===== config.mk =====
export PLATFORM = sky130hd
export DESIGN_NAME = circular_queue_fifo_core
export DESIGN_NICKNAME = d
export VERILOG_FILES = /design/src/rtl/cqf_pkg.sv /design/src/rtl/cqf_adv.sv /design/src/rtl/cqf_store.sv /design/src/rtl/cqf_ctrl.sv /design/src/rtl/circular_queue_fifo_core.sv
export SDC_FILE = /design/constraint.sdc
export NUM_CORES = 1
export LEC_CHECK = 0
export BUFFER_PORTS_ARGS = -buffer_cell sky130_fd_sc_hd__buf_2
export CORE_UTILIZATION = 55
export DETAILED_ROUTE_END_ITERATION = 10
export PLACE_DENSITY = 0.81
export SYNTH_ARGS = -nofsm -noshare
export SYNTH_HDL_FRONTEND = slang
export SYNTH_SLANG_ARGS = --single-unit
export TNS_END_PERCENT = 10

===== constraint.sdc =====
create_clock -name clk -period 7.3 [get_ports clk]
set_clock_uncertainty 0.15 [all_clocks]
set_input_delay 0.365 -clock clk [delete_from_list [all_inputs] [get_ports clk]]
set_output_delay 0.365 -clock clk [all_outputs]
set_load 0.05 [all_outputs]

===== src/rtl/cqf_pkg.sv =====
`default_nettype none
package cqf_pkg;

  localparam int DEPTH_DEF = 16;
  localparam int MAX_SLOTS = 16;
  localparam int DATA_W    = 32;
  localparam int CAP_W     = 5;
  localparam int CAP_RESET = 16;

  typedef enum logic [1:0] {
    CMD_ENQ  = 2'd0,
    CMD_DEQ  = 2'd1,
    CMD_DISP = 2'd2,
    CMD_STAT = 2'd3
  } cmd_t;

  typedef enum logic [1:0] {
    ST_OK        = 2'd0,
    ST_OVERFLOW  = 2'd1,
    ST_UNDERFLOW = 2'd2,
    ST_EMPTY     = 2'd3
  } status_t;

  typedef struct packed {
    logic wr_en;
    logic rd_en;
  } mem_ctl_t;

endpackage
`default_nettype wire


===== src/rtl/cqf_adv.sv =====
`default_nettype none
module cqf_adv #(
  parameter int DEPTH = cqf_pkg::DEPTH_DEF
) (
  input  wire logic [$clog2((DEPTH < cqf_pkg::MAX_SLOTS) ? DEPTH : cqf_pkg::MAX_SLOTS)-1:0] x,
  input  wire logic [$clog2(((DEPTH < cqf_pkg::MAX_SLOTS) ? DEPTH : cqf_pkg::MAX_SLOTS)+1)-1:0]
                    used,
  output logic      [$clog2((DEPTH < cqf_pkg::MAX_SLOTS) ? DEPTH : cqf_pkg::MAX_SLOTS)-1:0] y
);
  import cqf_pkg::*;

  localparam int USED  = (DEPTH < MAX_SLOTS) ? DEPTH : MAX_SLOTS;
  localparam int PTR_W = $clog2(USED);
  localparam int CNT_W = $clog2(USED + 1);

  logic [CNT_W-1:0] n;

  assign n = CNT_W'(x) + CNT_W'(1);
  assign y = (n >= used) ? '0 : n[PTR_W-1:0];

endmodule
`default_nettype wire


===== src/rtl/cqf_store.sv =====
`default_nettype none
module cqf_store #(
  parameter int DEPTH = cqf_pkg::DEPTH_DEF
) (
  input  wire logic                    clk,
  input  wire cqf_pkg::mem_ctl_t       ctl,
  input  wire logic [$clog2((DEPTH < cqf_pkg::MAX_SLOTS) ? DEPTH : cqf_pkg::MAX_SLOTS)-1:0]
                                       wr_addr,
  input  wire logic [$clog2((DEPTH < cqf_pkg::MAX_SLOTS) ? DEPTH : cqf_pkg::MAX_SLOTS)-1:0]
                                       rd_addr,
  input  wire logic [cqf_pkg::DATA_W-1:0] wr_data,
  output logic      [cqf_pkg::DATA_W-1:0] rd_data
);
  import cqf_pkg::*;

  localparam int USED = (DEPTH < MAX_SLOTS) ? DEPTH : MAX_SLOTS;

  logic [DATA_W-1:0] mem [USED];

  always_ff @(posedge clk) begin
    if (ctl.wr_en) begin
      mem[wr_addr] <= wr_data;
    end
    if (ctl.rd_en) begin
      rd_data <= mem[rd_addr];
    end
  end

endmodule
`default_nettype wire


===== src/rtl/cqf_ctrl.sv =====
`default_nettype none
module cqf_ctrl #(
  parameter int DEPTH = cqf_pkg::DEPTH_DEF
) (
  input  wire logic                           clk,
  input  wire logic                           rst,
  input  wire logic                           cfg_wr_en,
  input  wire logic [cqf_pkg::CAP_W-1:0]      cfg_wr_data,
  input  wire logic                           in_valid,
  output logic                                in_stall,
  input  wire logic [1:0]                     cmd,
  input  wire logic signed [cqf_pkg::DATA_W-1:0] value,
  output logic                                out_valid,
  input  wire logic                           out_stall,
  output logic [1:0]                          status,
  output logic signed [cqf_pkg::DATA_W-1:0]   data,
  output logic                                last,
  output logic                                is_empty,
  output logic                                is_full,
  output cqf_pkg::mem_ctl_t                   mem_ctl,
  output logic [$clog2((DEPTH < cqf_pkg::MAX_SLOTS) ? DEPTH : cqf_pkg::MAX_SLOTS)-1:0]
                                              wr_addr,
  output logic [$clog2((DEPTH < cqf_pkg::MAX_SLOTS) ? DEPTH : cqf_pkg::MAX_SLOTS)-1:0]
                                              rd_addr,
  output logic [cqf_pkg::DATA_W-1:0]          wr_data,
  input  wire logic [cqf_pkg::DATA_W-1:0]     rd_data
);
  import cqf_pkg::*;

  localparam int USED  = (DEPTH < MAX_SLOTS) ? DEPTH : MAX_SLOTS;
  localparam int PTR_W = $clog2(USED);
  localparam int CNT_W = $clog2(USED + 1);
  localparam logic [CNT_W-1:0] USED_RESET = CNT_W'((CAP_RESET > USED) ? USED : CAP_RESET);

  typedef enum logic [1:0] {
    S_IDLE = 2'b01,
    S_EMIT = 2'b10
  } state_t;

  state_t           state, state_next;
  logic [PTR_W-1:0] head, head_next;
  logic [PTR_W-1:0] tail, tail_next;
  logic [PTR_W-1:0] walk, walk_next;
  logic [CNT_W-1:0] count, count_next;
  logic [CNT_W-1:0] used, used_next;
  logic             is_disp, is_disp_next;

  logic [PTR_W-1:0] adv_x, adv_y;
  logic             out_free, in_accept, empty_now, full_now;
  logic             out_load, ld_last;
  status_t          ld_status;
  logic [DATA_W-1:0] ld_data;

  cqf_adv #(.DEPTH(DEPTH)) u_adv (
    .x    (adv_x),
    .used (used),
    .y    (adv_y)
  );

  assign out_free  = !out_valid || !out_stall;
  assign in_stall  = !((state == S_IDLE) && out_free && !cfg_wr_en);
  assign in_accept = in_valid && !in_stall;
  assign empty_now = (count == '0);
  assign full_now  = (count == used);
  assign wr_data   = value;

  always_comb begin
    state_next   = state;
    head_next    = head;
    tail_next    = tail;
    walk_next    = walk;
    count_next   = count;
    used_next    = used;
    is_disp_next = is_disp;
    adv_x        = tail;
    rd_addr      = head;
    wr_addr      = tail;
    mem_ctl      = '0;
    out_load     = 1'b0;
    ld_status    = ST_OK;
    ld_data      = '0;
    ld_last      = 1'b1;
    case (state)
      S_IDLE: begin
        if (cfg_wr_en) begin
          if (cfg_wr_data == '0) begin
            used_next = CNT_W'(1);
          end else if (cfg_wr_data > CAP_W'(USED)) begin
            used_next = CNT_W'(USED);
          end else begin
            used_next = CNT_W'(cfg_wr_data);
          end
          head_next  = '0;
          tail_next  = '0;
          count_next = '0;
        end else if (in_accept) begin
          case (cmd_t'(cmd))
            CMD_ENQ: begin
              out_load = 1'b1;
              if (full_now) begin
                ld_status = ST_OVERFLOW;
              end else begin
                if (empty_now) begin
                  head_next = '0;
                  tail_next = '0;
                end else begin
                  tail_next = adv_y;
                end
                wr_addr        = tail_next;
                mem_ctl.wr_en  = 1'b1;
                count_next     = count + CNT_W'(1);
              end
            end
            CMD_DEQ: begin
              if (empty_now) begin
                out_load  = 1'b1;
                ld_status = ST_UNDERFLOW;
              end else begin
                adv_x         = head;
                mem_ctl.rd_en = 1'b1;
                if (count == CNT_W'(1)) begin
                  head_next = '0;
                  tail_next = '0;
                end else begin
                  head_next = adv_y;
                end
                count_next   = count - CNT_W'(1);
                is_disp_next = 1'b0;
                state_next   = S_EMIT;
              end
            end
            CMD_DISP: begin
              if (empty_now) begin
                out_load  = 1'b1;
                ld_status = ST_EMPTY;
              end else begin
                mem_ctl.rd_en = 1'b1;
                walk_next     = head;
                is_disp_next  = 1'b1;
                state_next    = S_EMIT;
              end
            end
            default: begin
              out_load = 1'b1;
            end
          endcase
        end
      end
      S_EMIT: begin
        adv_x = walk;
        if (out_free) begin
          out_load = 1'b1;
          ld_data  = rd_data;
          ld_last  = !is_disp || (walk == tail);
          if (ld_last) begin
            state_next = S_IDLE;
          end else begin
            walk_next     = adv_y;
            rd_addr       = adv_y;
            mem_ctl.rd_en = 1'b1;
          end
        end
      end
      default: begin
        state_next = S_IDLE;
      end
    endcase
  end

  always_ff @(posedge clk) begin
    if (rst) begin
      state     <= S_IDLE;
      head      <= '0;
      tail      <= '0;
      count     <= '0;
      used      <= USED_RESET;
      is_disp   <= 1'b0;
      out_valid <= 1'b0;
    end else begin
      state   <= state_next;
      head    <= head_next;
      tail    <= tail_next;
      count   <= count_next;
      used    <= used_next;
      is_disp <= is_disp_next;
      if (out_load) begin
        out_valid <= 1'b1;
      end else if (!out_stall) begin
        out_valid <= 1'b0;
      end
    end
  end

  always_ff @(posedge clk) begin
    walk <= walk_next;
    if (out_load) begin
      status   <= ld_status;
      data     <= ld_data;
      last     <= ld_last;
      is_empty <= (count_next == '0);
      is_full  <= (count_next == used_next);
    end
  end

endmodule
`default_nettype wire


===== src/rtl/circular_queue_fifo_core.sv =====
`default_nettype none
// Ring-buffer queue of signed 32-bit words with a run-time capacity of 1 to
// min(DEPTH, 16) slots. Each request carries a command: enqueue, status, and
// a dequeue or display of an empty queue give one result; dequeue of a
// stored word gives its result through the registered memory read port,
// and display gives one result per stored entry, oldest first, at one per
// cycle while out_stall is low, after a first fetch, paced by the single
// read port and the shared pointer-advance unit. The input stalls until the
// last result of a request is in the output register, while that register
// holds a stalled result, and in a cycle with a capacity write. Writing the
// capacity register empties the queue; do so only while idle.
module circular_queue_fifo_core #(
  parameter int DEPTH = cqf_pkg::DEPTH_DEF
) (
  input  wire logic                              clk,
  input  wire logic                              rst,
  input  wire logic                              cfg_wr_en,
  input  wire logic [cqf_pkg::CAP_W-1:0]         cfg_wr_data,
  input  wire logic                              in_valid,
  output logic                                   in_stall,
  input  wire logic [1:0]                        cmd,
  input  wire logic signed [cqf_pkg::DATA_W-1:0] value,
  output logic                                   out_valid,
  input  wire logic                              out_stall,
  output logic [1:0]                             status,
  output logic signed [cqf_pkg::DATA_W-1:0]      data,
  output logic                                   last,
  output logic                                   is_empty,
  output logic                                   is_full
);
  import cqf_pkg::*;

  localparam int USED  = (DEPTH < MAX_SLOTS) ? DEPTH : MAX_SLOTS;
  localparam int PTR_W = $clog2(USED);

  mem_ctl_t          mem_ctl;
  logic [PTR_W-1:0]  wr_addr, rd_addr;
  logic [DATA_W-1:0] wr_data, rd_data;

  cqf_ctrl #(.DEPTH(DEPTH)) u_ctrl (
    .clk         (clk),
    .rst         (rst),
    .cfg_wr_en   (cfg_wr_en),
    .cfg_wr_data (cfg_wr_data),
    .in_valid    (in_valid),
    .in_stall    (in_stall),
    .cmd         (cmd),
    .value       (value),
    .out_valid   (out_valid),
    .out_stall   (out_stall),
    .status      (status),
    .data        (data),
    .last        (last),
    .is_empty    (is_empty),
    .is_full     (is_full),
    .mem_ctl     (mem_ctl),
    .wr_addr     (wr_addr),
    .rd_addr     (rd_addr),
    .wr_data     (wr_data),
    .rd_data     (rd_data)
  );

  cqf_store #(.DEPTH(DEPTH)) u_store (
    .clk     (clk),
    .ctl     (mem_ctl),
    .wr_addr (wr_addr),
    .rd_addr (rd_addr),
    .wr_data (wr_data),
    .rd_data (rd_data)
  );

endmodule
`default_nettype wire


After elaboration in Yosys (flattened, before gate mapping)
Memories as Yosys holds them, arrays and structs flattened. A register that Yosys moved wholly into a read port is not among the register bits.
Index checks and enable logic that the tools add are counted.
- eq/ne operators: 23
- add/sub/neg operators: 3
- multiplexer cells: 78
- bitwise gates (word level): 3
- magnitude comparators: 2
- reductions and logical operators: 26
- operator list (kind ; number):
    $mux 4 ; 30
    $mux 5 ; 9
    $pmux 4 s2 ; 4
    $mux 2 ; 10
    $mux 1 ; 19
    $reduce_and 6->1 ; 3
    $logic_not 5->1 ; 3
    $ne 2x2->1 const B ; 7
    $eq 5x5->1 ; 2
    $pmux 5 s2 ; 1
    $ne 2x1->1 const B ; 4
    $reduce_and 7->1 ; 1
    $ne 3x2->1 const B ; 2
    $ne 3x3->1 const B ; 2
    $pmux 1 s2 ; 3
    $pmux 2 s3 ; 1
    $reduce_bool 2->1 ; 3
    $add 4x1->5 const B ; 1
    $add 5x1->5 const B ; 1
    $eq 5x1->1 const B ; 1
    $ge 5x5->1 ; 1
    $gt 5x5->1 const B ; 1
    $logic_not 1->1 ; 5
    $reduce_and 5->1 ; 1
    13 further kinds ; 20
- memories: 1
- word-level logic and storage cells: 149
- output and inout port bits: 39
- bits of input ports: 44
- bits in writable memories: 512
- flip-flop bits (word level): 63
- memories (memory ; depth ; width ; read ports ; clocked after memory_dff ; wr ports ; RTL line ; text):
    u_store.mem ; 16 ; 32 ; 1 ; 1 ; 1 ; cqf_store.sv:18 ; logic [DATA_W-1:0] mem [USED];

Logic depth before layout (Yosys ltp)
Gate-level depths: netlist (run 1).
- word-level depth: 17
- depth in mapped cells: 24
- gate-level depth less buffers: 20

Cells and area by module
From an unflattened synthesis (run 1), not the netlist that was laid out.
- cells, all modules: 1245
- area, all modules: 24080.6 um^2
- modules (own cells, without submodules) (module ; seq. area each (um^2) ; area an instance (um^2) ; cells an instance ; times used):
    cqf_store ; 16335.7 ; 20155.6 ; 838 ; 1
    cqf_ctrl ; 1671.6 ; 3727.3 ; 381 ; 1
    cqf_adv ; 0.0 ; 197.7 ; 26 ; 1

Least setup slack after synthesis (run 1)
Ideal clock, no wire load.
- path type: register to register
- from: reg u_ctrl.count[0]
- to: mem u_store.mem[13][0], enable pin
- arrival time: 5370 ps
- stages on the path, launching flop included: 21
- required time: 6729 ps
- path buffers: 3
- library setup time: 421 ps
- clock period less this slack: 5942 ps
- path slack: 1358 ps
- path through: dfxtp_1 > inv_1 > ha_1 > or4b_1 > buf_6 > and2_4 > a21oi_4 > nor2_2 > ha_1 > a21o_1 > a21oi_1 > a21oi_1 > ha_1 > a21o_1 > a31oi_1 > o21a_1 > o21ai_1 > buf_2 > clkbuf_1 > or3_1 > nor2_1
- cells in the longest elaborated chain, start to end: 15
- elaborated cells on any way between the ends: 23
- those cells by class: 1 x add/sub; 1 x order compare; 1 x eq/ne; 19 x mux; 1 x reduce/logical
- RTL lines (what ; RTL line ; text):
    start: declaration ; cqf_ctrl.sv:44 ; logic [CNT_W-1:0] count, count_next;
    start signal: assignment ; cqf_ctrl.sv:183 ; count <= count_next;
    $logic_not 5->1 ; cqf_ctrl.sv:63 ; assign empty_now = (count == '0);
    $mux 4 ; cqf_ctrl.sv:115 ; if (empty_now) begin
    $mux 4 ; cqf_ctrl.sv:97 ; case (cmd_t'(cmd))
    $mux 4 ; cqf_ctrl.sv:96 ; end else if (in_accept) begin
    $mux 4 ; cqf_ctrl.sv:85 ; if (cfg_wr_en) begin
    $pmux 4 s2 ; cqf_ctrl.sv:83 ; case (state)
    $add 4x1->5 ; cqf_adv.sv:18 ; assign n = CNT_W'(x) + CNT_W'(1);
    $ge 5x5->1 ; cqf_adv.sv:19 ; assign y = (n >= used) ? '0 : n[PTR_W-1:0];
    $mux 4 ; cqf_adv.sv:19 ;
    $mux 4 ; cqf_ctrl.sv:103 ; if (empty_now) begin
    $mux 4 ; -- ;
    $mux 4 ; cqf_ctrl.sv:97 ;
    $mux 4 ; cqf_ctrl.sv:96 ;
    $mux 4 ; cqf_ctrl.sv:85 ;
    $mux 4 ; cqf_ctrl.sv:83 ;
    end: declaration ; cqf_store.sv:18 ;
Several ways; a longest one is shown, not always the timed one.

Final worst setup path (run 1)
- from: reg u_ctrl.state[1]
- to: mem u_store.mem[13][10], enable pin
- cells in the longest elaborated chain, start to end: 16
- elaborated cells on any way between the ends: 22
- those cells by class: 1 x add/sub; 1 x order compare; 2 x eq/ne; 15 x mux; 3 x reduce/logical
- RTL lines (what ; RTL line ; text):
    start: declaration ; cqf_ctrl.sv:40 ; state_t state, state_next;
    start signal: assignment ; cqf_ctrl.sv:180 ; state <= state_next;
    $eq 2x1->1 ; cqf_ctrl.sv:61, cqf_ctrl.sv:83 ;
    $logic_and 1x1->1 (2 in a row) ; cqf_ctrl.sv:61 ; assign in_stall = !((state == S_IDLE) && out_free && !cfg_wr_en);
    $logic_and 1x1->1 ; cqf_ctrl.sv:62 ; assign in_accept = in_valid && !in_stall;
    $mux 4 ; cqf_ctrl.sv:96 ;
    $mux 4 ; cqf_ctrl.sv:85 ;
    $pmux 4 s2 ; cqf_ctrl.sv:83 ;
    $add 4x1->5 ; cqf_adv.sv:18 ;
    $ge 5x5->1 ; cqf_adv.sv:19 ;
    $mux 4 ; cqf_adv.sv:19 ;
    $mux 4 ; cqf_ctrl.sv:103 ;
    $mux 4 ; -- ;
    $mux 4 ; cqf_ctrl.sv:97 ;
    $mux 4 ; cqf_ctrl.sv:96 ;
    $mux 4 ; cqf_ctrl.sv:85 ;
    $mux 4 ; cqf_ctrl.sv:83 ;
Several ways; a longest one is shown, not always the timed one.

==> metrics, run 1 <==
# H-tree levels=2; Final Hold Fails=0; Mapped Cells=2,159; multi-input logic area=10,400 sq um; placed cell area=30,290 sq um; ys async rst share=0%; largest net degree at the start of global routing=196; Worst R2R Start=u_ctrl.state[1]; count leader, synth=edfxtp_1; Tmin final=6606 ps; number of flops mapped to enable cells by yosys=585; WL/cell=27.17 microns; Die Ht=232.4 microns; Endpoint, Worst Hold=u_ctrl.used[0]; NetSw=2.087 mW; post-DP HPWL=42,380 microns; GPL Wtd Cong=0.9035; Sw Share=25.97%; max_slew headroom=18.61%; sequential fraction of the synthesis area=61.69%; first-pass GRT wire length=122,000 microns; fin crit share=90.49%; final setup fails=0; Chip Width=232.4 microns; cell internal pwr=5.948 mW; Placed Cells=2,764; Static Leak=9.925 nW; worst-path fanout max=34; clk root buf=clkbuf_16; Worst-path clk slew=70 ps; Critical Path RT=7450 ps; CP max-delay cell=or3_1; port bufs=82; max_cap viols=0; Buf/Inv on CP=3; Register Area=18,010 sq um; final number of max-transition violations=0; Synth area leaders=edfxtp_1 60%, mux4_2 9.6%, nor3_1 4.5%, nor4_1 2.7%, mux2_2 2.5%; syn_nets=2,219; Worst Max-Slew Pin Slew=1216 ps; Fillers=3,679; slowest stage delay, CP=670 ps; reg2reg path depth=19; RSZ-0062 raised after global routing=no; Vias/cell=7.235; Reg power frac=48.9%; Core Rows=84; I/O pin cnt=83; synth cell count leaders=585 x edfxtp_1, 262 x nor3_1, 176 x nor2_1; die area=54,000 sq um; starting DRC count in detailed routing=3,521; status=complete, no violations; Setup crit start kind=flop; Finished Layout Cells=2,913; worst min path class=primary input to flop; Critical Path AT=6750 ps; clk sinks=607; number of global-route vias before repair=21,240; Power, Total=8.034 mW; Cell Chain, Critical Path=inv_1, ha_1, nor2b_1, nand3_1, buf_4, a211oi_1, nor2_2, ha_1, a21o_1, a21oi_1, a21oi_1, ha_1, a21o_1, a31oi_1, o21a_1, o21ai_4, or3_1, nor2_4, buf_4; reg2reg end=u_store.mem[13][10]; Layout area overhead=11.90%; pwr dens=246.0 nW/um^2; combinational power share=11.5%; core area=52,450 sq um; Crit Path Category=flop to flop; total CTS buffers=59; Unique masters post-synth=73; initial antenna violation count=1; post-synthesis cell area=29,190 sq um; Routed Antenna Nets=0; Clock Path Buffers=3; CP Capture Type=flop; # DRC=0; clock group share of total power=39.6%; Hold Crit Start=cfg_wr_data[0]; CTS tree=yes; post-synth top area cell=edfxtp_1; Initial Utilization=55.66%; gr usage total=29.50%; Hold Path Cell Cnt=5; ratio of cells with drive above 1 in the final layout=20.10%; vias=21,075; Synth Area per Inst=13.52 sq um; top cell type's share of synthesized area=60.18%; TNS Setup=0 ps; VDD IR max=262.1 uV; WL final=79,150 microns; Total Nets Final=2,233; Post-CTS Repair Setup Buffers=0; reg2reg setup slack=690 ps; total grt overflow=0; Most used DFF post-synth=edfxtp_1; synthesized flop and latch total=607; clock latency on the worst-skew pair=630 ps; design area=32,660 sq um; Yosys warning count=0; f_max=0.1514 GHz; drt first pass iters=6; CP dominant cell by count=ha_1; CP delay by family, top=compound AO/OA/AOI/OAI gates
[metal layers]
layer / wire length [microns] / part of all wire (%) / up-vias / track usage [%]
met5: 0 / 0 / - / 0
met4: 3155 / 4.0 / 0 / 13.26
met3: 8949 / 11 / 284 / 5.613
met2: 37840 / 48 / 1698 / 46.68
met1: 29210 / 37 / 10361 / 39.83
li1: - / - / 8732 / -
[worst register-to-register path: cells and delay by family, from the launching register on]
kind                     cells  cell delay, ps
AO/OA/AOI/OAI                8            2200
adder cells (fa/ha/maj)      3            1050
AND/OR/NAND/NOR              5            1880
buffers and inverters        3             640
flip-flops                   1             340
[layout by cell type (no fill, tap or decap), types with 6 or more instances in the layout]
cell           instances
edfxtp_1             585
nor3_1               262
nor2_1               157
mux4_2               125
nor4_1               125
nand2_1              103
buf_2                 82
nand4_1               69
a211oi_1              65
o211ai_1              65
mux2_2                64
clkbuf_16             60
dlygate4sd3_1         36
and3_1                35
o221ai_1              32
o31ai_1               31
a21oi_1               25
buf_4                 21
dfxtp_1               20
inv_1                 19
nor2_4                19
buf_12                18
ha_1                  15
clkinv_2              13
o21ai_0               12
nand3_1               10
clkinv_1              10
xor2_1                 9
bufinv_16              9
a22oi_1                8
clkbuf_1               7
clkinvlp_4             7
nand2b_1               6
[power groups by stage]
stage	clock network, mW	registers, mW	logic (mW)
floorplan	0	4.15	0.460
global placement	0	4.00	0.871
detailed placement	0	4.00	0.886
CTS	3.21	3.93	0.908
global route	3.33	3.93	0.971
finish	3.19	3.93	0.922
[cells by family after synthesis]
kind of cell             count (synthesis)  share of synthesized area [%]
buffers and inverters                  224                          3.369
AND/OR/NAND/NOR                        810                          13.97
adder cells (fa/ha/maj)                 16                         0.6858
multiplexers                           196                          12.37
flip-flops                             607                          61.69
AO/OA/AOI/OAI                          293                          7.527
XOR/XNOR                                13                         0.3901
[worst max-delay path by stage]
stage / from / to / slack (ps) / cells past startpoint
6_report: u_ctrl.state[1] / u_store.mem[13][10] / 690 / 19
5_1_grt: u_ctrl.state[1] / u_store.mem[12][10] / 290 / 20
4_1_cts: u_ctrl.state[1] / u_store.mem[13][10] / 810 / 19
3_5_place_dp: u_ctrl.state[1] / u_store.mem[13][9] / 870 / 19
3_3_place_gp: u_ctrl.state[1] / u_store.mem[13][9] / 1060 / 19
2_1_floorplan: u_ctrl.count[0] / u_store.mem[13][0] / 1360 / 20
[per-stage QoR]
stage / setup slack [ps] / hold slack, ps / util (%)
floorplan: 1358 / 304.2 / -
global placement: 1060 / 340.0 / 57.75
detailed placement: 865.3 / 342.4 / 57.75
CTS: 805.6 / 35.60 / 62.28
global route: 290.2 / 92.50 / 62.28
finish: 694.2 / 66.38 / 62.28
[state kept, by name, summed over array words and instances (netlist names), 2 cells and up]
register	flops
u_ctrl.count	5
u_ctrl.data	32
u_ctrl.head	4
u_ctrl.state	2
u_ctrl.status	2
u_ctrl.tail	4
u_ctrl.used	5
u_ctrl.walk	4
u_store.mem	512
u_store.rd_data	32
[final cells by class]
| type | count | area share, % |
|---|---|---|
| flip-flops and latches | 607 | 55.15 |
| multi-input cells | 1328 | 31.84 |
| clock buffers | 67 | 4.677 |
| repair buffers | 157 | 3.945 |
| well taps | 688 | 2.635 |
| clock inverters | 45 | 1.486 |
| inverters | 20 | 0.2528 |
| diodes | 1 | 0.007661 |
[repair_timing]
action	in CTS	in global routing
gates resized for setup	0	0
hold buffers	36	0
endpoints found under the hold margin	525	0
setup endpoints to repair	0	0
(Power assumes the default switching activity.)
==> run 2: changes to the inputs <==
--- a/config.mk
+++ b/config.mk
@@ -5,11 +5,12 @@
 export SDC_FILE = /design/constraint.sdc
 export NUM_CORES = 1
 export LEC_CHECK = 0
-export BUFFER_PORTS_ARGS = -buffer_cell sky130_fd_sc_hd__buf_2
+export BUFFER_PORTS_ARGS = -buffer_cell sky130_fd_sc_hd__buf_4
 export CORE_UTILIZATION = 55
 export DETAILED_ROUTE_END_ITERATION = 10
 export PLACE_DENSITY = 0.81
 export SYNTH_ARGS = -nofsm -noshare
 export SYNTH_HDL_FRONTEND = slang
+export SYNTH_HIERARCHICAL = 1
 export SYNTH_SLANG_ARGS = --single-unit
 export TNS_END_PERCENT = 10
==> metrics, run 2 <==
clk sinks=607 (unchanged); die area=44,620 sq um (-17%); # DRC=0 (unchanged); RSZ-0062 raised after global routing=no; total grt overflow=0 (unchanged); CP delay by family, top=simple AND/OR/NAND/NOR gates; Yosys warning count=6 (+6); I/O pin cnt=83 (unchanged); pwr dens=252.2 nW/um^2 (+2.5%); synthesized flop and latch total=607 (unchanged); fin crit share=92.21% (+1.7 points); Critical Path AT=6900 ps (+150 ps); NetSw=1.423 mW (-32%); Clock Path Buffers=3 (unchanged); Layout area overhead=15.02%; ratio of cells with drive above 1 in the final layout=26.07% (+6.0 points); placed cell area=25,520 sq um (-16%); clock group share of total power=41.4% (+1.8 points); most flop-heavy register=u_store/mem; Total Nets Final=1,422 (-36%); post-synth top area cell=edfxtp_1; slowest stage delay, CP=780 ps (+110 ps); Synth area leaders=edfxtp_1 73%, mux4_2 12%, a22oi_1 2.2%, dfxtp_1 1.8%, buf_4 1.3%; f_max=0.1486 GHz (-1.9%); design area=27,700 sq um (-15%); starting DRC count in detailed routing=1,517 (-57%); Setup crit start kind=flop; synth cell count leaders=585 x edfxtp_1, 128 x mux4_2, 70 x a22oi_1; Die Ht=211.2 microns (-9.1%); Routed Antenna Nets=0 (unchanged); CP max-delay cell=or4b_2; clk root buf=clkbuf_16; Static Leak=9.027 nW (-9.1%); total CTS buffers=57 (-3.4%); largest net degree at the start of global routing=41 (-79%); Synth Area per Inst=19.34 sq um (+43%); Buf/Inv on CP=4 (+1); vias=12,568 (-40%); Cell Chain, Critical Path=inv_1, ha_1, or4b_2, nand3_1, nor2_1, a22o_1, a222oi_1, inv_1, ha_1, xnor2_1, inv_1, ha_1, a21oi_2, o21ai_1, a311oi_1, nand3_1, o21ai_0, nand2_1, nor2_4, buf_12; WL/cell=27.05 microns (-0.46%); Power, Total=6.986 mW (-13%); CTS tree=yes; max_cap viols=0 (unchanged); max_slew headroom=34.03% (+15 points); Unique masters post-synth=65 (-11%); # H-tree levels=2 (unchanged); Regs by FF count=u_store/mem: 512 flops, u_ctrl/data: 32 flops, u_store/rd_data: 32 flops; combinational power share=3.7% (-7.8 points); top cell type's share of synthesized area=72.95% (+13 points); number of global-route vias before repair=12,817 (-40%); first-pass GRT wire length=80,820 microns (-34%); clock latency on the worst-skew pair=620 ps (about the same); port bufs=82 (unchanged); CP Capture Type=flop; Final Hold Fails=0 (unchanged); post-DP HPWL=29,470 microns (-30%); post-synthesis cell area=24,080 sq um (-18%); Crit Path Category=flop to flop; Largest register FFs=512 (unchanged); most frequent cells in the layout=585 x edfxtp_1, 128 x mux4_2, 102 x buf_4, 70 x a22oi_1; status=complete, no violations; worst-path fanout max=17 (-50%); ys async rst share=0% (unchanged); Sw Share=20.37% (-5.6 points); core area=43,170 sq um (-18%); Worst Max-Slew Pin Slew=979.2 ps (-237.1 ps); Initial Utilization=55.78% (+0.12 points); number of flops mapped to enable cells by yosys=585 (unchanged); Worst-path clk slew=60 ps (about the same); drt first pass iters=5 (-1); Critical Path RT=7470 ps (+20 ps); Core Rows=76 (-9.5%); count leader, synth=edfxtp_1; Reg power frac=54.9% (+6.0 points); final number of max-transition violations=0 (unchanged); Post-CTS Repair Setup Buffers=0 (unchanged); Chip Width=211.2 microns (-9.1%); final setup fails=0 (unchanged); cell internal pwr=5.563 mW (-6.5%); TNS Setup=0 ps (unchanged); sequential fraction of the synthesis area=74.78% (+13 points); worst min path class=primary input to flop; Vias/cell=6.300 (-13%); Most used DFF post-synth=edfxtp_1; commonest non-fill, non-tap cell in the layout=edfxtp_1; GPL Wtd Cong=0.8902 (-1.5%); syn_nets=1,305 (-41%); WL final=53,960 microns (-32%); VDD IR max=216.0 uV (-18%); Tmin final=6732 ps (+125.8 ps); Mapped Cells=1,245 (-42%); initial antenna violation count=2 (+1); gr usage total=25.13% (-4.4 points)
## run 2: changes by cell type in the layout (fill, tap and decap cells not counted), moves of 58 or more
cell,change
buf_4,+81
mux2_2,-58
o211ai_1,-60
a211oi_1,-62
buf_2,-82
nand4_1,-65
nor3_1,-256
nor4_1,-124
nor2_1,-130
a22oi_1,+62
## run 2: path summary, 6_finish.rpt
path | from | cells after the start | to | slack, ps
worst min register to register | u_ctrl/used[2] | 2 | u_ctrl/used[2] | 390
worst max register to register | u_ctrl/count[1] | 20 | u_store/mem[11][20] | 570
worst max-delay path | u_ctrl/count[1] | 20 | u_store/mem[11][20] | 570
worst min-delay path | cfg_wr_data[2] | 4 | u_ctrl/used[2] | 50
## run 2: per-stage QoR
stage	worst slack (ps)	hold slack, ps	util [%]	std cells
after floorplan	258.6	286.6	-	1245
after detailed placement	693.9	380.1	59.11	1852
after global routing	63.35	20.27	64.15	1994
final	568.4	45.92	64.16	1995
after CTS	647.8	13.57	64.15	1993
after global placement	975.7	354.0	59.11	1852
## run 2: layer usage
layer / GRT usage, % / vias up / share of wire, %
li1: - / 5291 / -
met1: 33.68 / 6459 / 38
met2: 41.35 / 703 / 50
met3: 4.817 / 113 / 8.7
met4: 9.220 / 2 / 3.1
met5: 0 / - / 0.013
## run 2: power groups by stage
stage                     Combinational (mW)  Clock [mW]  Sequential (mW)
after floorplan                        0.135           0             3.95
after global placement                 0.232           0             3.91
after detailed placement               0.240           0             3.91
after CTS                              0.258        2.94             3.84
after global routing                   0.275        3.06             3.84
final                                  0.257        2.89             3.84
## run 2: layout make-up
| type | count | area (sq um) |
|---|---|---|
| sequential | 607 | 18010 |
| fill | 2862 | 15470 |
| multi-input combinational | 516 | 5579 |
| clock buffer | 73 | 1508 |
| timing repair buffer | 155 | 1466 |
| tap | 585 | 732.0 |
| clock inverter | 32 | 306.5 |
| inverter | 25 | 93.84 |
| antenna | 2 | 5.005 |
## run 2: worst reg2reg max path, stage by stage, from the launching register on
cell and delay (ps):
dfxtp_1 390, inv_1 140, ha_1 250, or4b_2 780
nand3_1 250, nor2_1 120, a22o_1 210, a222oi_1 210
inv_1 140, ha_1 250, xnor2_1 190, inv_1 70
ha_1 300, a21oi_2 120, o21ai_1 120, a311oi_1 720
nand3_1 130, o21ai_0 410, nand2_1 480, nor2_4 720
buf_12 270
## run 2: repair_timing
item / in CTS / in global routing
hold buffers: 36 / 0
endpoints found under the setup margin: 0 / 0
hold endpoints to repair: 533 / 0
gates resized for setup: 0 / 0
## run 2: cell families after synthesis
family / count (synthesis) / share of synthesized area [%]
compound gates: 150 / 4.557
xor+xnor: 13 / 0.4728
buf+inv: 122 / 2.759
simple gates: 196 / 4.048
mux: 141 / 12.55
flops: 607 / 74.78
fa+ha+maj: 16 / 0.8313
==> run 3: changes to the inputs <==
--- a/config.mk
+++ b/config.mk
@@ -5,6 +5,7 @@
 export SDC_FILE = /design/constraint.sdc
 export NUM_CORES = 1
 export LEC_CHECK = 0
+export ABC_AREA = 1
 export BUFFER_PORTS_ARGS = -buffer_cell sky130_fd_sc_hd__buf_4
 export CORE_UTILIZATION = 55
 export DETAILED_ROUTE_END_ITERATION = 10
==> metrics, run 3 <==
status=finished, violations left; failing checks=max-slew violations; placed cell area=27,710 sq um (+8.6%); post-place setup slack=1365 ps (+671.2 ps); Layout area overhead=11.94%; combinational power share=6.8% (+3.1 points); post-synth top area cell=edfxtp_1; first-pass GRT wire length=102,200 microns (+26%); syn_nets=2,685 (+110%); clock group share of total power=43.1% (+1.7 points); synthesized flop and latch total=607 (unchanged); Tmin final=6181 ps (-551.1 ps); top cell type's share of synthesized area=65.17% (-7.8 points); synth cell count leaders=775 x nand2_1, 585 x edfxtp_1, 480 x inv_1; drt first pass iters=9 (+4); port bufs=82 (unchanged); sequential fraction of the synthesis area=66.81% (-8.0 points); Vias/cell=5.599 (-11%); Initial Utilization=56.10% (+0.32 points); clk sinks=607 (unchanged); commonest non-fill, non-tap cell in the layout=nand2_1; gr usage total=26.78% (+1.7 points); Clock Path Buffers=3 (unchanged); core area=48,050 sq um (+11%); Regs by FF count=u_store/mem: 512 flops, u_ctrl/data: 32 flops, u_store/rd_data: 32 flops; # H-tree levels=2 (unchanged); GPL Wtd Cong=0.9036 (+1.5%); Synth area leaders=edfxtp_1 65%, nand2_1 11%, nand3_1 7.5%, inv_1 6.7%, dfxtp_1 1.6%; ys async rst share=0% (unchanged); cell internal pwr=5.937 mW (+6.7%); clk root buf=clkbuf_16; ratio of cells with drive above 1 in the final layout=8.891% (-17 points); Crit Path Category=flop to flop; RSZ-0062 raised after global routing=no; CTS tree=yes; Finished Layout Cells=3,337 (+67%); Mapped Cells=2,625 (+110%); final worst setup slack=1119 ps (+551.1 ps); max_cap viols=0 (unchanged); Placed Cells=3,193 (+72%); Total Nets Final=2,733 (+92%); die area=49,900 sq um (+12%); I/O pin cnt=83 (unchanged); CTS resizes=0 (unchanged); most frequent cells in the layout=774 x nand2_1, 585 x edfxtp_1, 479 x inv_1, 404 x nand3_1, 100 x buf_4; Unique masters post-synth=41 (-37%); reg2reg end=u_store/mem[6][28]; Cell Chain, Critical Path=inv_1, ha_1, inv_2, nor2_8, nand3_4, nor2_2, o21ai_0, a22oi_1, ha_1, xnor2_1, inv_1, ha_1, nand2_1, nand2_1, nand2_1, nand3_2, nor2_1, nand3_1, o32ai_1, nand3b_1, nor2_4; Worst Setup SP=u_ctrl/state[1]; final number of max-transition violations=63 (+63); final cell utilization of the core=62.80% (-1.4 points); Routed Antenna Nets=0 (unchanged); number of flops mapped to enable cells by yosys=585 (unchanged); Core Rows=80 (+5.3%); Sw Share=22.60% (+2.2 points); final setup fails=0 (unchanged); WL/cell=19.85 microns (-27%); post-DP HPWL=36,310 microns (+23%); worst min path class=primary input to flop; hold slack=36.08 ps (-9.838 ps); slowest stage delay, CP=1160 ps (+380 ps); max_slew headroom=-0.5422% (-35 points); worst-path fanout max=32 (+15); Critical Path RT=7370 ps (-100 ps); Die Ht=223.4 microns (+5.7%); Setup crit start kind=flop; count leader, synth=nand2_1; vias=18,685 (+49%); VDD IR max=232.7 uV (+7.7%); Largest register FFs=512 (unchanged); Worst R2R Start=u_ctrl/state[1]; WL final=66,230 microns (+23%); total CTS buffers=59 (+3.5%); Worst Max-Slew Pin Slew=1508 ps (+529.0 ps); CP Capture Type=flop; critical path capture point=u_store/mem[6][28]; starting DRC count in detailed routing=2,392 (+58%); CP max-delay cell=nor2_4; Most used DFF post-synth=edfxtp_1; total grt overflow=0 (unchanged); f_max=0.1618 GHz (+8.9%); fin crit share=84.66% (-7.5 points); TNS Setup=0 ps (unchanged); reg2reg setup slack=1120 ps (+550 ps); clock latency on the worst-skew pair=650 ps (+30 ps); Final Hold Fails=0 (unchanged); Yosys warning count=6 (unchanged); Post-CTS Repair Setup Buffers=0 (unchanged); Reg power frac=50.1% (-4.8 points); largest net degree at the start of global routing=257 (+530%); reg2reg path depth=21 (+5.0%); design area=30,170 sq um (+8.9%); Critical Path AT=6250 ps (-650 ps); CTS Hold Bufs=34 (-5.6%); initial antenna violation count=0 (-2); post-synthesis cell area=26,950 sq um (+12%); NetSw=1.733 mW (+22%); Chip Width=223.4 microns (+5.7%); number of global-route vias before repair=18,595 (+45%); # DRC=0 (unchanged); Static Leak=12.72 nW (+41%); Worst-path clk slew=60 ps (about the same); Power, Total=7.671 mW (+9.8%); Synth Area per Inst=10.27 sq um (-47%); pwr dens=254.2 nW/um^2 (+0.79%); most flop-heavy register=u_store/mem; diode count=0 (-2)
## run 3: cell types whose count changed after synthesis, sizes merged, moves of 8 or more
cell	change
buf	+64
a22oi	-66
nor2	+41
mux2	-8
o21ai	+16
nand3	+395
inv	+461
mux4	-128
a21oi	+8
and3	-35
nand2	+718
clkbuf	-12
## run 3: worst min path at each step
| stage | startpoint | end | slack, ps | depth (start not counted) |
|---|---|---|---|---|
| detailed placement | u_ctrl/is_disp | u_ctrl/is_disp | 300 | 2 |
| global placement | u_ctrl/is_disp | u_ctrl/is_disp | 290 | 2 |
| global route | in_valid | u_ctrl/status[0] | 60 | 3 |
| floorplan | u_ctrl/is_disp | u_ctrl/is_disp | 270 | 2 |
| CTS | cfg_wr_data[3] | u_ctrl/used[3] | 20 | 5 |
| finish | cfg_wr_data[3] | u_ctrl/used[3] | 40 | 5 |
## run 3: cells by family after synthesis
family	count (synthesis)	share of synthesized area, %
AND/OR/NAND/NOR	1281	20.10
AO/OA/AOI/OAI	77	1.606
adder cells (fa/ha/maj)	16	0.7427
XOR/XNOR	8	0.2600
flip-flops	607	66.81
buffers and inverters	636	10.49
## run 3: power by group through the flow
stage / combinational [mW] / clock, mW / sequential (mW)
4_1_cts: 0.517 / 3.33 / 3.84
2_1_floorplan: 0.346 / 0 / 3.95
5_1_grt: 0.570 / 3.46 / 3.84
6_report: 0.524 / 3.30 / 3.84
3_5_place_dp: 0.497 / 0 / 3.92
3_3_place_gp: 0.483 / 0 / 3.92
## run 3: layout make-up
type / instances / area [sq um]
fill: 3525 / 17870
sequential: 607 / 18010
timing repair buffer: 136 / 1131
clock buffer: 63 / 1491
multi-input combinational: 1382 / 6311
inverter: 487 / 1836
clock inverter: 47 / 628.1
tap: 615 / 769.5
## run 3: layer usage
| layer | track usage (%) | routed length (microns) |
|---|---|---|
| met5 | 0 | 0 |
| met3 | 4.965 | 6321 |
| met1 | 34.49 | 25150 |
| met4 | 11.73 | 2798 |
| met2 | 44.56 | 31960 |
## run 3: critical path: cells and delay by family (launching register included)
kind                       cells  cell delay [ps]
and+or+nand+nor               11             2980
AOI/OAI and AO/OA              3             1010
adders and majority gates      3              820
buffers and inverters          3              330
DFF                            1              320
xor gates and xnor gates       1              160
